`src/design/mcfb_pkg.sv`:
```
// ----------------------------------------------------------------------------
// mcfb_pkg: shared types and constants of the motor command frame builder
// Holds the command descriptor that travels from the front end to the byte
// serializer, and the field widths shared across the block.
// ----------------------------------------------------------------------------
package mcfb_pkg;

  localparam int unsigned ANGLE_W = 32;
  localparam int unsigned SPEED_W = 16;
  localparam int unsigned PPR_W   = 24;
  localparam int unsigned PULSE_W = 32;
  localparam int unsigned ACT_W   = 2;
  localparam int unsigned BYTE_W  = 8;

  localparam logic [PPR_W-1:0] PPR_RESET = 24'd32768;

  // Action codes on the command channel
  localparam logic [ACT_W-1:0] ACT_ROTATE = 2'd0;
  localparam logic [ACT_W-1:0] ACT_SPEED  = 2'd1;
  localparam logic [ACT_W-1:0] ACT_STOP   = 2'd2;
  localparam logic [ACT_W-1:0] ACT_UNUSED = 2'd3;

  // Command carried out by the serializer
  typedef enum logic [1:0] {
    CMD_POS,
    CMD_SPD,
    CMD_STOP
  } cmd_e;

  // One queued command: optional mode-switch frame, command, pulses or speed
  typedef struct packed {
    logic               mode_sw;
    cmd_e               cmd;
    logic [PULSE_W-1:0] data;
  } cmd_desc_t;

endpackage

```
`src/design/motor_command_frame_builder_unit.sv`:
```
// ----------------------------------------------------------------------------
// motor_command_frame_builder_unit: motor command to serial frame builder
// Turns rotate, speed and stop commands into framed serial bytes, inserting
// a mode-switch frame whenever the drive mode has to change.
// ----------------------------------------------------------------------------
//  Channel   Direction  Payload
//  s_axis    in         tuser: action; tdata: angle, speed
//  m_axis    out        tdata: tx_byte; tuser: frame_end; tlast: run_last
//  cfg       in         cfg_data_i: pulses_per_rev
//
//  Output runs at one byte per cycle while the receiver is ready: 11, 16, 22
//  or 27 bytes per command. A rotate command holds the intake through the
//  multiply and the radix-256 divide by 360 until its descriptor is handed on.
//  Speed and stop commands go straight to the descriptor slot; a descriptor
//  queue of QUEUE_DEPTH entries lets intake and serializer stall independently.
//  Reset selects no drive mode and 32768 pulses per revolution.
// ----------------------------------------------------------------------------
module motor_command_frame_builder_unit import mcfb_pkg::*; #(
  parameter int unsigned ANGLE_FRAC_BITS = 16,
  parameter int unsigned QUEUE_DEPTH     = 4
) (
  input  logic                       clk_i,
  input  logic                       rst_ni,
  input  logic                       s_axis_tvalid,
  output logic                       s_axis_tready,
  input  logic [ANGLE_W+SPEED_W-1:0] s_axis_tdata,   // angle[31:0], speed[47:32]
  input  logic [ACT_W-1:0]           s_axis_tuser,   // action[1:0]
  output logic                       m_axis_tvalid,
  input  logic                       m_axis_tready,
  output logic [BYTE_W-1:0]          m_axis_tdata,   // tx_byte[7:0]
  output logic                       m_axis_tuser,   // frame_end
  output logic                       m_axis_tlast,
  input  logic                       cfg_valid_i,
  output logic                       cfg_ready_o,
  input  logic [PPR_W-1:0]           cfg_data_i
);

  logic      q_push;
  logic      q_pop;
  logic      q_full;
  logic      q_empty;
  cmd_desc_t q_wr_desc;
  cmd_desc_t q_rd_desc;

  assign cfg_ready_o = 1'b1;

  mcfb_front #(
    .ANGLE_FRAC_BITS(ANGLE_FRAC_BITS)
  ) u_front (
    .clk_i      (clk_i),
    .rst_ni     (rst_ni),
    .in_valid_i (s_axis_tvalid),
    .in_ready_o (s_axis_tready),
    .action_i   (s_axis_tuser),
    .angle_i    (s_axis_tdata[ANGLE_W-1:0]),
    .speed_i    (s_axis_tdata[ANGLE_W+SPEED_W-1:ANGLE_W]),
    .cfg_valid_i(cfg_valid_i),
    .cfg_data_i (cfg_data_i),
    .q_push_o   (q_push),
    .q_desc_o   (q_wr_desc),
    .q_full_i   (q_full)
  );

  mcfb_queue #(
    .DEPTH(QUEUE_DEPTH)
  ) u_queue (
    .clk_i  (clk_i),
    .rst_ni (rst_ni),
    .push_i (q_push),
    .desc_i (q_wr_desc),
    .full_o (q_full),
    .pop_i  (q_pop),
    .desc_o (q_rd_desc),
    .empty_o(q_empty)
  );

  mcfb_back u_back (
    .clk_i          (clk_i),
    .rst_ni         (rst_ni),
    .q_desc_i       (q_rd_desc),
    .q_empty_i      (q_empty),
    .q_pop_o        (q_pop),
    .out_valid_o    (m_axis_tvalid),
    .out_ready_i    (m_axis_tready),
    .out_byte_o     (m_axis_tdata),
    .out_frame_end_o(m_axis_tuser),
    .out_run_last_o (m_axis_tlast)
  );

endmodule

```
`src/design/mcfb_front.sv`:
```
// ----------------------------------------------------------------------------
// mcfb_front: command intake and classification
// Accepts commands, tracks the drive mode, converts angles to pulse counts
// with a multiply and a radix-256 divide by 360 whose digits come from a
// reciprocal multiply, and hands descriptors on.
// ----------------------------------------------------------------------------
module mcfb_front import mcfb_pkg::*; #(
  parameter int unsigned ANGLE_FRAC_BITS = 16
) (
  input  logic               clk_i,
  input  logic               rst_ni,
  input  logic               in_valid_i,
  output logic               in_ready_o,
  input  logic [ACT_W-1:0]   action_i,
  input  logic [ANGLE_W-1:0] angle_i,
  input  logic [SPEED_W-1:0] speed_i,
  input  logic               cfg_valid_i,
  input  logic [PPR_W-1:0]   cfg_data_i,
  output logic               q_push_o,
  output cmd_desc_t          q_desc_o,
  input  logic               q_full_i
);

  localparam int unsigned DEG_PER_REV = 360;
  localparam int unsigned PROD_W      = ANGLE_W + PPR_W;
  localparam int unsigned Y_W         = PROD_W - ANGLE_FRAC_BITS + 1;
  localparam int unsigned DIGIT_W     = 8;
  localparam int unsigned DIV_STEPS   = (Y_W + DIGIT_W - 1) / DIGIT_W;
  localparam int unsigned Y_PW        = DIGIT_W * DIV_STEPS;
  localparam int unsigned CNT_W       = $clog2(DIV_STEPS + 1);
  localparam int unsigned REM_W       = $clog2(DEG_PER_REV);
  localparam int unsigned T_W         = REM_W + DIGIT_W;
  localparam int unsigned EST_W       = 2 * T_W;
  localparam int unsigned RECIP_SHIFT = 25;

  localparam logic [Y_PW-1:0] HALF_REV = Y_PW'(DEG_PER_REV / 2);
  localparam logic [T_W-1:0]  DIV_1    = T_W'(DEG_PER_REV);
  // ceil(2^25 / 360): the digit estimate is exact for partial dividends below 360 * 256
  localparam logic [T_W-1:0]  RECIP    =
    T_W'((2 ** RECIP_SHIFT + DEG_PER_REV - 1) / DEG_PER_REV);

  typedef enum logic [1:0] {
    F_IDLE,
    F_MUL,
    F_DIV,
    F_DONE
  } front_state_e;

  typedef enum logic [1:0] {
    MODE_NONE,
    MODE_POS,
    MODE_SPD
  } mode_e;

  front_state_e        state_q;
  mode_e               mode_q;
  logic [PPR_W-1:0]    ppr_q;
  logic                pend_valid_q;
  cmd_desc_t           pend_q;
  logic                mode_sw_q;
  logic                neg_q;
  logic [ANGLE_W-1:0]  mag_q;
  logic [Y_PW-1:0]     y_q;
  logic [REM_W-1:0]    rem_q;
  logic [PULSE_W-1:0]  quo_q;
  logic [CNT_W-1:0]    cnt_q;

  logic                pend_free;
  logic                accept;
  logic [PROD_W-1:0]   prod;
  logic [T_W-1:0]      div_t;
  logic [EST_W-1:0]    est;
  logic [T_W-1:0]      div_r;
  logic [DIGIT_W-1:0]  digit;
  logic [PULSE_W-1:0]  pulses;

  assign q_push_o   = pend_valid_q && !q_full_i;
  assign q_desc_o   = pend_q;
  assign pend_free  = !pend_valid_q || !q_full_i;
  assign in_ready_o = (state_q == F_IDLE) && pend_free;
  assign accept     = in_valid_i && in_ready_o;

  assign prod   = PROD_W'(mag_q) * PROD_W'(ppr_q);
  assign pulses = neg_q ? (PULSE_W'(0) - quo_q) : quo_q;

  // One radix-256 step of the divide by 360: estimate the digit, then the remainder
  always_comb begin
    div_t = {rem_q, y_q[Y_PW-1 -: DIGIT_W]};
    est   = EST_W'(div_t) * EST_W'(RECIP);
    digit = est[RECIP_SHIFT +: DIGIT_W];
    div_r = div_t - T_W'(digit) * DIV_1;
  end

  always_ff @(posedge clk_i or negedge rst_ni) begin
    if (!rst_ni) begin
      state_q      <= F_IDLE;
      mode_q       <= MODE_NONE;
      ppr_q        <= PPR_RESET;
      pend_valid_q <= 1'b0;
      pend_q       <= '0;
      mode_sw_q    <= 1'b0;
      neg_q        <= 1'b0;
      mag_q        <= '0;
      y_q          <= '0;
      rem_q        <= '0;
      quo_q        <= '0;
      cnt_q        <= '0;
    end else begin
      if (cfg_valid_i) begin
        ppr_q <= cfg_data_i;
      end
      if (q_push_o) begin
        pend_valid_q <= 1'b0;
      end
      unique case (state_q)
        F_IDLE: begin
          if (accept) begin
            case (action_i)
              ACT_ROTATE: begin
                mode_sw_q <= (mode_q != MODE_POS);
                mode_q    <= MODE_POS;
                neg_q     <= angle_i[ANGLE_W-1];
                mag_q     <= angle_i[ANGLE_W-1] ? (ANGLE_W'(0) - angle_i) : angle_i;
                state_q   <= F_MUL;
              end
              ACT_SPEED: begin
                mode_q         <= MODE_SPD;
                pend_valid_q   <= 1'b1;
                pend_q.mode_sw <= (mode_q != MODE_SPD);
                pend_q.cmd     <= CMD_SPD;
                pend_q.data    <= PULSE_W'(speed_i);
              end
              ACT_STOP: begin
                mode_q         <= MODE_SPD;
                pend_valid_q   <= 1'b1;
                pend_q.mode_sw <= (mode_q != MODE_SPD);
                pend_q.cmd     <= CMD_STOP;
                pend_q.data    <= '0;
              end
              default: begin
                // unused action code: drop the transfer
              end
            endcase
          end
        end
        F_MUL: begin
          // (prod + half divisor) / (360 << frac) == ((prod >> frac) + 180) / 360
          y_q     <= Y_PW'(prod >> ANGLE_FRAC_BITS) + HALF_REV;
          rem_q   <= '0;
          quo_q   <= '0;
          cnt_q   <= CNT_W'(DIV_STEPS);
          state_q <= F_DIV;
        end
        F_DIV: begin
          y_q   <= y_q << DIGIT_W;
          rem_q <= div_r[REM_W-1:0];
          quo_q <= {quo_q[PULSE_W-DIGIT_W-1:0], digit};
          cnt_q <= cnt_q - CNT_W'(1);
          if (cnt_q == CNT_W'(1)) begin
            state_q <= F_DONE;
          end
        end
        F_DONE: begin
          // hold until the descriptor slot frees up
          if (pend_free) begin
            pend_valid_q   <= 1'b1;
            pend_q.mode_sw <= mode_sw_q;
            pend_q.cmd     <= CMD_POS;
            pend_q.data    <= pulses;
            state_q        <= F_IDLE;
          end
        end
        default: begin
          state_q <= F_IDLE;
        end
      endcase
    end
  end

endmodule

```
`src/design/mcfb_queue.sv`:
```
// ----------------------------------------------------------------------------
// mcfb_queue: command descriptor queue
// Short first-word-fall-through queue between intake and serializer.
// ----------------------------------------------------------------------------
module mcfb_queue import mcfb_pkg::*; #(
  parameter int unsigned DEPTH = 4
) (
  input  logic      clk_i,
  input  logic      rst_ni,
  input  logic      push_i,
  input  cmd_desc_t desc_i,
  output logic      full_o,
  input  logic      pop_i,
  output cmd_desc_t desc_o,
  output logic      empty_o
);

  localparam int unsigned PTR_W = (DEPTH > 1) ? $clog2(DEPTH) : 1;
  localparam int unsigned CNT_W = $clog2(DEPTH + 1);

  cmd_desc_t        slot_q [DEPTH];
  logic [PTR_W-1:0] wr_ptr_q;
  logic [PTR_W-1:0] rd_ptr_q;
  logic [CNT_W-1:0] count_q;

  function automatic logic [PTR_W-1:0] ptr_next(logic [PTR_W-1:0] ptr);
    return (ptr == PTR_W'(DEPTH - 1)) ? '0 : ptr + PTR_W'(1);
  endfunction

  assign full_o  = (count_q == CNT_W'(DEPTH));
  assign empty_o = (count_q == '0);
  assign desc_o  = slot_q[rd_ptr_q];

  always_ff @(posedge clk_i or negedge rst_ni) begin
    if (!rst_ni) begin
      wr_ptr_q <= '0;
      rd_ptr_q <= '0;
      count_q  <= '0;
    end else begin
      if (push_i) begin
        wr_ptr_q <= ptr_next(wr_ptr_q);
      end
      if (pop_i) begin
        rd_ptr_q <= ptr_next(rd_ptr_q);
      end
      if (push_i && !pop_i) begin
        count_q <= count_q + CNT_W'(1);
      end else if (pop_i && !push_i) begin
        count_q <= count_q - CNT_W'(1);
      end
    end
  end

  always_ff @(posedge clk_i) begin
    if (push_i) begin
      slot_q[wr_ptr_q] <= desc_i;
    end
  end

endmodule

```
`src/design/mcfb_back.sv`:
```
// ----------------------------------------------------------------------------
// mcfb_back: frame serializer
// Expands each descriptor into its mode-switch and command frames, one byte per cycle
// while the receiver is ready, running CRC16-Modbus and the additive checksum on the fly.
// ----------------------------------------------------------------------------
module mcfb_back import mcfb_pkg::*; (
  input  logic              clk_i,
  input  logic              rst_ni,
  input  cmd_desc_t         q_desc_i,
  input  logic              q_empty_i,
  output logic              q_pop_o,
  output logic              out_valid_o,
  input  logic              out_ready_i,
  output logic [BYTE_W-1:0] out_byte_o,
  output logic              out_frame_end_o,
  output logic              out_run_last_o
);

  localparam int unsigned IDX_W = 4;

  localparam logic [IDX_W-1:0] SHORT_LAST   = 4'd10;
  localparam logic [IDX_W-1:0] POS_LAST     = 4'd15;
  localparam logic [IDX_W-1:0] CRC_FIRST    = 4'd2;
  localparam logic [IDX_W-1:0] POS_CRC_LAST = 4'd12;
  localparam logic [IDX_W-1:0] SPD_CRC_LAST = 4'd7;

  localparam logic [15:0] CRC_INIT = 16'hFFFF;
  localparam logic [15:0] CRC_POLY = 16'hA001;

  function automatic logic [15:0] crc16_byte(logic [15:0] crc, logic [BYTE_W-1:0] b);
    logic [15:0] c;
    c = crc ^ {8'h00, b};
    for (int k = 0; k < 8; k++) begin
      c = c[0] ? ((c >> 1) ^ CRC_POLY) : (c >> 1);
    end
    return c;
  endfunction

  // Mode-switch frames; speed differs from position in four bytes
  function automatic logic [BYTE_W-1:0] mode_frame_byte(logic spd, logic [IDX_W-1:0] idx);
    logic [BYTE_W-1:0] b;
    unique case (idx)
      4'd0:    b = 8'hAA;
      4'd1:    b = 8'h0B;
      4'd2:    b = 8'h01;
      4'd3:    b = 8'h06;
      4'd4:    b = 8'h00;
      4'd5:    b = 8'h19;
      4'd6:    b = 8'h00;
      4'd7:    b = spd ? 8'h03 : 8'h00;
      4'd8:    b = spd ? 8'h18 : 8'h58;
      4'd9:    b = spd ? 8'h0C : 8'h0D;
      4'd10:   b = spd ? 8'hFC : 8'h3A;
      default: b = 8'h00;
    endcase
    return b;
  endfunction

  function automatic logic [BYTE_W-1:0] stop_byte(logic [IDX_W-1:0] idx);
    logic [BYTE_W-1:0] b;
    unique case (idx)
      4'd0:    b = 8'hAA;
      4'd1:    b = 8'h0B;
      4'd2:    b = 8'h01;
      4'd3:    b = 8'h06;
      4'd4:    b = 8'h00;
      4'd5:    b = 8'h02;
      4'd6:    b = 8'h00;
      4'd7:    b = 8'h00;
      4'd8:    b = 8'h28;
      4'd9:    b = 8'h0A;
      4'd10:   b = 8'hF0;
      default: b = 8'h00;
    endcase
    return b;
  endfunction

  function automatic logic [BYTE_W-1:0] pos_hdr_byte(logic [IDX_W-1:0] idx);
    logic [BYTE_W-1:0] b;
    unique case (idx)
      4'd0:    b = 8'hAA;
      4'd1:    b = 8'h10;
      4'd2:    b = 8'h01;
      4'd3:    b = 8'h10;
      4'd4:    b = 8'h00;
      4'd5:    b = 8'h0C;
      4'd6:    b = 8'h00;
      4'd7:    b = 8'h02;
      4'd8:    b = 8'h04;
      default: b = 8'h00;
    endcase
    return b;
  endfunction

  function automatic logic [BYTE_W-1:0] spd_hdr_byte(logic [IDX_W-1:0] idx);
    logic [BYTE_W-1:0] b;
    unique case (idx)
      4'd0:    b = 8'hAA;
      4'd1:    b = 8'h0B;
      4'd2:    b = 8'h01;
      4'd3:    b = 8'h06;
      4'd4:    b = 8'h00;
      4'd5:    b = 8'h02;
      default: b = 8'h00;
    endcase
    return b;
  endfunction

  logic              active_q;
  cmd_desc_t         ent_q;
  logic              mode_frame_q;
  logic [IDX_W-1:0]  idx_q;
  logic [15:0]       crc_q;
  logic [BYTE_W-1:0] sum_q;
  logic              out_valid_q;
  logic [BYTE_W-1:0] out_byte_q;
  logic              out_frame_end_q;
  logic              out_run_last_q;

  logic              advance;
  logic              emit;
  logic              load;
  logic [BYTE_W-1:0] byte_c;
  logic [IDX_W-1:0]  last_idx;
  logic [IDX_W-1:0]  crc_last;
  logic              last_byte;
  logic              run_end;
  logic              in_crc;

  assign advance   = !out_valid_q || out_ready_i;
  assign emit      = active_q && advance;
  assign last_idx  = (!mode_frame_q && ent_q.cmd == CMD_POS) ? POS_LAST : SHORT_LAST;
  assign crc_last  = (ent_q.cmd == CMD_POS) ? POS_CRC_LAST : SPD_CRC_LAST;
  assign last_byte = (idx_q == last_idx);
  assign run_end   = last_byte && !mode_frame_q;
  assign in_crc    = (idx_q >= CRC_FIRST) && (idx_q <= crc_last);
  assign load      = !q_empty_i && (!active_q || (emit && run_end));
  assign q_pop_o   = load;

  always_comb begin
    if (mode_frame_q) begin
      byte_c = mode_frame_byte(ent_q.cmd != CMD_POS, idx_q);
    end else begin
      unique case (ent_q.cmd)
        CMD_POS: begin
          case (idx_q)
            4'd9:    byte_c = ent_q.data[15:8];
            4'd10:   byte_c = ent_q.data[7:0];
            4'd11:   byte_c = ent_q.data[31:24];
            4'd12:   byte_c = ent_q.data[23:16];
            4'd13:   byte_c = crc_q[7:0];
            4'd14:   byte_c = crc_q[15:8];
            4'd15:   byte_c = sum_q;
            default: byte_c = pos_hdr_byte(idx_q);
          endcase
        end
        CMD_SPD: begin
          case (idx_q)
            4'd6:    byte_c = ent_q.data[15:8];
            4'd7:    byte_c = ent_q.data[7:0];
            4'd8:    byte_c = crc_q[7:0];
            4'd9:    byte_c = crc_q[15:8];
            4'd10:   byte_c = sum_q;
            default: byte_c = spd_hdr_byte(idx_q);
          endcase
        end
        CMD_STOP: byte_c = stop_byte(idx_q);
        default:  byte_c = 8'h00;
      endcase
    end
  end

  always_ff @(posedge clk_i or negedge rst_ni) begin
    if (!rst_ni) begin
      active_q        <= 1'b0;
      ent_q           <= '0;
      mode_frame_q    <= 1'b0;
      idx_q           <= '0;
      crc_q           <= CRC_INIT;
      sum_q           <= '0;
      out_valid_q     <= 1'b0;
      out_byte_q      <= '0;
      out_frame_end_q <= 1'b0;
      out_run_last_q  <= 1'b0;
    end else begin
      if (emit) begin
        out_valid_q     <= 1'b1;
        out_byte_q      <= byte_c;
        out_frame_end_q <= last_byte;
        out_run_last_q  <= run_end;
        if (last_byte) begin
          if (mode_frame_q) begin
            mode_frame_q <= 1'b0;
            idx_q        <= '0;
            crc_q        <= CRC_INIT;
            sum_q        <= '0;
          end else begin
            active_q <= 1'b0;
          end
        end else begin
          idx_q <= idx_q + IDX_W'(1);
          sum_q <= sum_q + byte_c;
          if (in_crc) begin
            crc_q <= crc16_byte(crc_q, byte_c);
          end
        end
      end else if (out_ready_i) begin
        out_valid_q <= 1'b0;
      end
      // chain the next descriptor straight after the last byte of a run
      if (load) begin
        active_q     <= 1'b1;
        ent_q        <= q_desc_i;
        mode_frame_q <= q_desc_i.mode_sw;
        idx_q        <= '0;
        crc_q        <= CRC_INIT;
        sum_q        <= '0;
      end
    end
  end

  assign out_valid_o     = out_valid_q;
  assign out_byte_o      = out_byte_q;
  assign out_frame_end_o = out_frame_end_q;
  assign out_run_last_o  = out_run_last_q;

endmodule

```
`config.mk`:
```
export PLATFORM = sky130hd
export DESIGN_NAME = motor_command_frame_builder_unit
export DESIGN_NICKNAME = d
export VERILOG_FILES = /design/src/design/mcfb_pkg.sv /design/src/design/motor_command_frame_builder_unit.sv /design/src/design/mcfb_front.sv /design/src/design/mcfb_queue.sv /design/src/design/mcfb_back.sv
export SDC_FILE = /design/constraint.sdc
export NUM_CORES = 2
export LEC_CHECK = 0
export BUFFER_PORTS_ARGS = -buffer_cell sky130_fd_sc_hd__buf_2
export CAP_MARGIN = 30
export CORE_ASPECT_RATIO = 1.4
export CORE_MARGIN = 4
export CORE_UTILIZATION = 45
export DETAILED_ROUTE_END_ITERATION = 8
export GPL_ROUTABILITY_DRIVEN = 0
export GPL_TIMING_DRIVEN = 0
export PLACE_DENSITY = 0.59
export SLEW_MARGIN = 30
export SYNTH_ARGS = -nofsm -noshare
export SYNTH_HDL_FRONTEND = slang
export SYNTH_SLANG_ARGS = --single-unit
export TNS_END_PERCENT = 1
```
`constraint.sdc`:
```
create_clock -name clk_i -period 12.1 [get_ports clk_i]
set_input_delay 1.21 -clock clk_i [delete_from_list [all_inputs] [get_ports clk_i]]
set_output_delay 1.21 -clock clk_i [all_outputs]
set_load 0.01 [all_outputs]
```
### Yosys cells after proc, flatten, opt, wreduce, memory -nomap -nowiden

Memory sizes are Yosys's and may differ from the RTL's.
Index checks and enable logic that the tools add are counted.

| word-level totals | value |
|---|---|
| memories | 3 |
| bits in latches | 0 |
| memory bits (writable) | 140 |
| output and inout port bits | 13 |
| bits in read-only memories | 240 |
| bits in registers | 272 |

Memory list:

| name | words | width | rd ports | clocked after memory_dff | wr ports | RTL line | source |
|---|---|---|---|---|---|---|---|
| u_queue.slot_q | 4 | 35 | 1 | 0 | 1 | mcfb_queue.sv:21 | `cmd_desc_t slot_q [DEPTH];` |
| (name not given) | 16 | 8 | 1 | 0 | 0 | mcfb_back.sv:61 | `unique case (idx)` |
| (name not given) | 16 | 7 | 1 | 0 | 0 | mcfb_back.sv:80 | `unique case (idx)` |

| operators by class | value |
|---|---|
| shift-type cells | 0 |
| add/sub/neg operators | 11 |
| equality and inequality tests | 35 |
| bitwise operators | 9 |
| multiply operators | 3 |
| muxes and demuxes | 69 |
| $lt $le $gt $ge | 2 |
| reductions and logical operators | 45 |
| div/mod/pow operators | 0 |

Operators by type and width:

| operator | number |
|---|---|
| $mux W16 | 13 |
| $pmux W35 S2 | 2 |
| $pmux W48 S2 | 1 |
| $pmux W8 S5 | 2 |
| $pmux W8 S9 | 1 |
| $mux W35 | 2 |
| $mux W32 | 2 |
| $pmux W32 S2 | 1 |
| $sub A1 B32 Y32 const A | 2 |
| $mul A32 B24 Y56 | 1 |
| $pmux W8 S7 | 1 |
| $mux W8 | 6 |
| $add A40 B8 Y41 const B | 1 |
| $mul A17 B17 Y33 const B | 1 |
| $eq A4 B4 Y1 const B | 8 |
| $not A2 Y3 | 8 |
| $pmux W8 S3 | 1 |
| $mux W4 | 5 |
| $pmux W9 S2 | 1 |
| $mux W1 | 16 |
| $reduce_bool A2 Y1 | 8 |
| $xor A16 B8 Y16 | 1 |
| $mux W2 | 7 |
| $eq A2 B2 Y1 const B | 6 |
| other kinds (37) | 77 |

### Depth between registers and ports, before layout

| depth | value |
|---|---|
| word-level depth | 26 |
| depth in mapped cells | 32 |
| mapped depth without buffers | 32 |

### Hierarchy

Synthesis repeated with hierarchy kept, for this count alone.

| unflattened totals | value |
|---|---|
| cell total of the unflattened synthesis | 5091 |
| area, all modules | 49925.4 um2 |

Modules (own cells, without submodules):

| module | area each (um2) | cells each | instances | sequential area each (um2) |
|---|---|---|---|---|
| mcfb_front | 39295.2 | 4329 | 1 | 4755.8 |
| mcfb_queue | 5521.5 | 220 | 1 | 4379.2 |
| mcfb_back | 5097.4 | 540 | 1 | 1896.8 |
| motor_command_frame_builder_unit | 11.3 | 2 | 1 | 0.0 |

### Worst setup path after synthesis

Ideal clock, no wire load.

| path | value |
|---|---|
| kind | reg-to-reg |
| start | register u_front.y_q[44] |
| end | register u_front.rem_q[8] |
| buffers on the path | 0 |
| data arrival time | 7.619 ns |
| path slack | 4.346 ns |
| stages on the path, launching flop included | 32 |
| library setup time | 0.135 ns |
| cell sequence | dfrtp_1 -> ha_1 -> fa_1 -> inv_1 -> fa_1 -> fa_1 -> inv_1 -> fa_1 -> fa_1 -> ha_1 -> a21o_1 -> a21o_1 -> a21oi_1 -> o22ai_1 -> nor2_1 -> a311oi_1 -> and4_1 -> a2111oi_0 -> xnor2_1 -> ha_1 -> ha_1 -> inv_1 -> fa_1 -> inv_1 -> ha_1 -> inv_1 -> ha_1 -> a21oi_1 -> xnor2_1 -> xnor2_1 -> xnor2_1 -> o22ai_1 |

| between the ends | value |
|---|---|
| cells in the longest elaborated chain, start to end | 4 |

RTL lines:

| item | RTL line | source |
|---|---|---|
| from (decl) | mcfb_front.sv:63 | `logic [Y_PW-1:0] y_q;` |
| from (signal assigned) | mcfb_front.sv:148 | `y_q <= Y_PW'(prod >> ANGLE_FRAC_BITS) + HALF_REV;` |
| from (signal assigned) | mcfb_front.sv:155 | `y_q <= y_q << DIGIT_W;` |
| $mul A17 B17 Y33 | mcfb_front.sv:89 | `est = EST_W'(div_t) * EST_W'(RECIP);` |
| $mul A8 B6 Y6 | mcfb_front.sv:91 | `div_r = div_t - T_W'(digit) * DIV_1;` |
| $sub A9 B9 Y9 * | mcfb_front.sv:91 |  |
| $pmux W9 S2 * | mcfb_front.sv:115 | `unique case (state_q)` |
| to (signal assigned) | mcfb_front.sv:156 | `rem_q <= div_r[REM_W-1:0];` |
| to (decl) | mcfb_front.sv:64 | `logic [REM_W-1:0] rem_q;` |

Mark *: on every way between the ends. The rest lies on a longest branch, timed or not.
A chain may end at the register's enable or synchronous reset.

### Worst setup path in the final report

| path | value |
|---|---|
| start | register u_front.mag_q[17] |
| end | register u_front.y_q[38] |

| between the ends | value |
|---|---|
| cells in the longest elaborated chain, start to end | 3 |

RTL lines:

| item | RTL line | source |
|---|---|---|
| from (decl) | mcfb_front.sv:62 | `logic [ANGLE_W-1:0] mag_q;` |
| from (signal assigned) | mcfb_front.sv:123 | `mag_q <= angle_i[ANGLE_W-1] ? (ANGLE_W'(0) - angle_i) : angle_i;` |
| $mul A32 B24 Y56 | mcfb_front.sv:83 | `assign prod = PROD_W'(mag_q) * PROD_W'(ppr_q);` |
| $add A40 B8 Y41 | mcfb_front.sv:148 |  |
| $pmux W48 S2 | mcfb_front.sv:115 |  |

Every way passes these cells.

==> run metrics <==
Critical path destination u_front.y_q[38]; MaxCap Viol Count 0; initial antenna violation count 11; crit end category flop; # rows 144; setup TNS 0 ps; number of buffers created by CTS 43; post-synth design cell area 0.0498 mm2; outcome completed; CTS max path bufs 3; number of port buffers 89; sequential element share of the synthesized area 22.2%; Final Hold Vio Count 0; # H-tree levels 2; family with the most delay on the worst path adder cells; Register-to-Register Setup Slack 2060 ps; worst setup margin 2060 ps; PostCTS Resize Cnt 0; Clock Skews 32.1 ps; Tcrit/Tclk final 83.0%; crit path launch u_front.mag_q[17]; Layout Cells excl Fill 6788; clock transition at the registers of the reported paths 60 ps; Syn Area/Cell 9.67 um2; Yosys Warn Count 0; RSZ-0062 raised after global routing no; Overflow after GRT 0; Tmin final 10040 ps; Crit Path Class reg2reg; reg2reg start u_front.mag_q[17]; Worst-Margin Slew 1080 ps; Reg2Reg Depth 28; max incr delay on CP 790 ps; Layout Nets 6465; synthesis-to-layout area growth 7.96%; Synth Register Bits 412; fmax 99.6 MHz; CTS Hold Buffers Added 0; worst r2r dst u_front.y_q[38]; first-pass GRT wire length 239000 um; critical path's slowest cell clkbuf_1; required arrival time at the worst endpoint 12590 ps; most frequent CP cell fa_1; buffer and inverter count on the worst path 7; dpl hpwl 126000 um; Setup Fix Bufs, Post-CTS 0; CP Max Fanout 10; drt wl/cell 22.8 um; type of the tightest min-delay check reg2reg; Post-Synthesis Cells 5148; remaining antenna violation count after routing 0; DRC viols 0; floorplan die height 401 um; largest net degree at the start of global routing 82; hold_sp u_back.out_byte_o[5]; DP Worst Slack 2220 ps; Die Footprint 0.116 mm2; Crit path arrival time 10530 ps; fraction of layout cells with a size suffix above 1 7.12%; Synth cell types 103; 1st-pass router iterations 9; final WL 154000 um; setup violators final 0; relative slew slack 28.0%; die width 289 um; fill count 10500; Core Area 0.110 mm2; Slew Limit Fails 0; clock insertion delay at the later pin of the skew report 630 ps; worst-case hold slack 469 ps; CTS tree done; Primary FF master, synth dfrtp_1; detailed-route via count 37100; vias per cell 5.46; Multi-input gate area 0.0340 mm2; Post-Place Cells 6704; GRT Total Usage 27.2%; I/O pins 92; Iter 0 DRT Violations 3069; Worst path depth 28; Startpoint Class flop; Mapped Nets 6324; Async S/R FF share, synth 66.0%; vias in the first global route 39200; initial core utilization 45.3%; Post-synth EDFFs 140; CTS sink cnt 412; register area 0.0110 mm2; CTS root buffer clkbuf_16
## registers in the layout (all words and copies together) (netlist names), 2 cells and up
| signal | cells |
|---|---|
| u_queue.slot_q | 140 |
| u_front.y_q | 48 |
| u_front.q_desc_o | 35 |
| u_back.ent_q | 34 |
| u_front.mag_q | 32 |
| u_front.quo_q | 32 |
| u_front.ppr_q | 24 |
| u_back.crc_q | 16 |
| u_front.rem_q | 9 |
| u_back.out_byte_o | 8 |
| u_back.sum_q | 8 |
| u_back.idx_q | 4 |
| u_front.cnt_q | 3 |
| u_queue.count_q | 3 |
| u_front.mode_q | 2 |
| u_front.state_q | 2 |
| u_queue.rd_ptr_q | 2 |
| u_queue.wr_ptr_q | 2 |
## cells by family (layout without fill, tap and decap cells)
logic type	after synthesis	count (layout)	share of synthesized area, %
buffers and inverters	1266	1442	9.64
other	1	5	0.00754
muxes	114	114	3.35
DFF	412	412	22.2
AOI/OAI and AO/OA	646	646	8.44
adders and majority gates	1097	1097	38.9
and+or+nand+nor	1441	1441	14.4
xor gates and xnor gates	171	171	3.11
## final cells by class
cell class	count	area share, %
multi-input cells	3470	63.2
flip-flops and latches	412	20.5
inverters	993	6.94
well taps	1460	3.40
clock buffers	52	2.10
plain buffers	273	2.02
repair buffers	96	1.15
clock inverters	28	0.650
diodes	4	0.0186
## per-stage QoR
step / instance area (um2) / util [%]
after CTS: 53700 / 48.9
after floorplan: 49800 / -
final: 53700 / 48.9
after detailed placement: 52200 / 47.5
after global routing: 53700 / 48.9
after global placement: 52000 / 47.3
## worst min-delay path by stage
stage	to	slack, ps	depth (start not counted)
after global placement	u_back.out_byte_o[7]	460	2
after global routing	u_back.ent_q[12]	490	1
after detailed placement	u_back.out_byte_o[5]	470	2
final	u_back.out_byte_o[5]	470	2
after floorplan	u_front.mode_q[0]	450	2
after CTS	u_back.ent_q[18]	470	1
## per-layer routing
metal,part of all wire [%],wire [um],track usage [%],vias to the layer above
met3,6.5,9960,3.96,390
li1,-,-,-,16600
met1,39,60300,34.7,18700
met4,7.2,11100,14.8,0
met5,0,0,0,-
met2,47,73100,44.6,1354
## placed cells by master (no fill, tap or decap), drive strengths merged, types with 23 or more instances in the layout
cell / n
inv: 999
mux4: 35
fa: 749
a21oi: 118
nor2b: 23
o21ai: 220
nor3: 35
edfxtp: 140
o22ai: 30
xnor2: 108
nand2: 609
buf: 145
xor2: 60
a21o: 24
a31oi: 25
o31ai: 28
clkbuf: 276
nand2b: 24
nand3: 83
dfrtp: 255
mux2: 72
nor2: 140
nand4: 31
and2: 393
ha: 348
## cell usage after synthesis, drive strengths merged (30+ instances only)
cell type	count	share of area (%)
clkbuf	224	1.7
edfxtp	140	8.4
xor2	60	1.1
buf	49	0.47
inv	992	7.5
ha	348	8.7
o22ai	30	0.39
mux2	72	1.6
and2	393	4.9
xnor2	108	1.9
nand4	31	0.42
nor3	35	0.37
mux4	35	1.6
a21oi	118	1.2
dfrtp	255	13
nand3	83	0.84
fa	749	30
nor2	140	1.1
nand2	609	4.6
o21ai	220	2.3
## tightest hold or removal path: stages, from the launching register on
cell	delay [ps]
dfrtp_1	340
nand2_1	40
o21ai_0	50
Power is left out: the tool's default activity adds up to more than one toggle a clock period on the data nets, which glitch-free logic cannot reach.
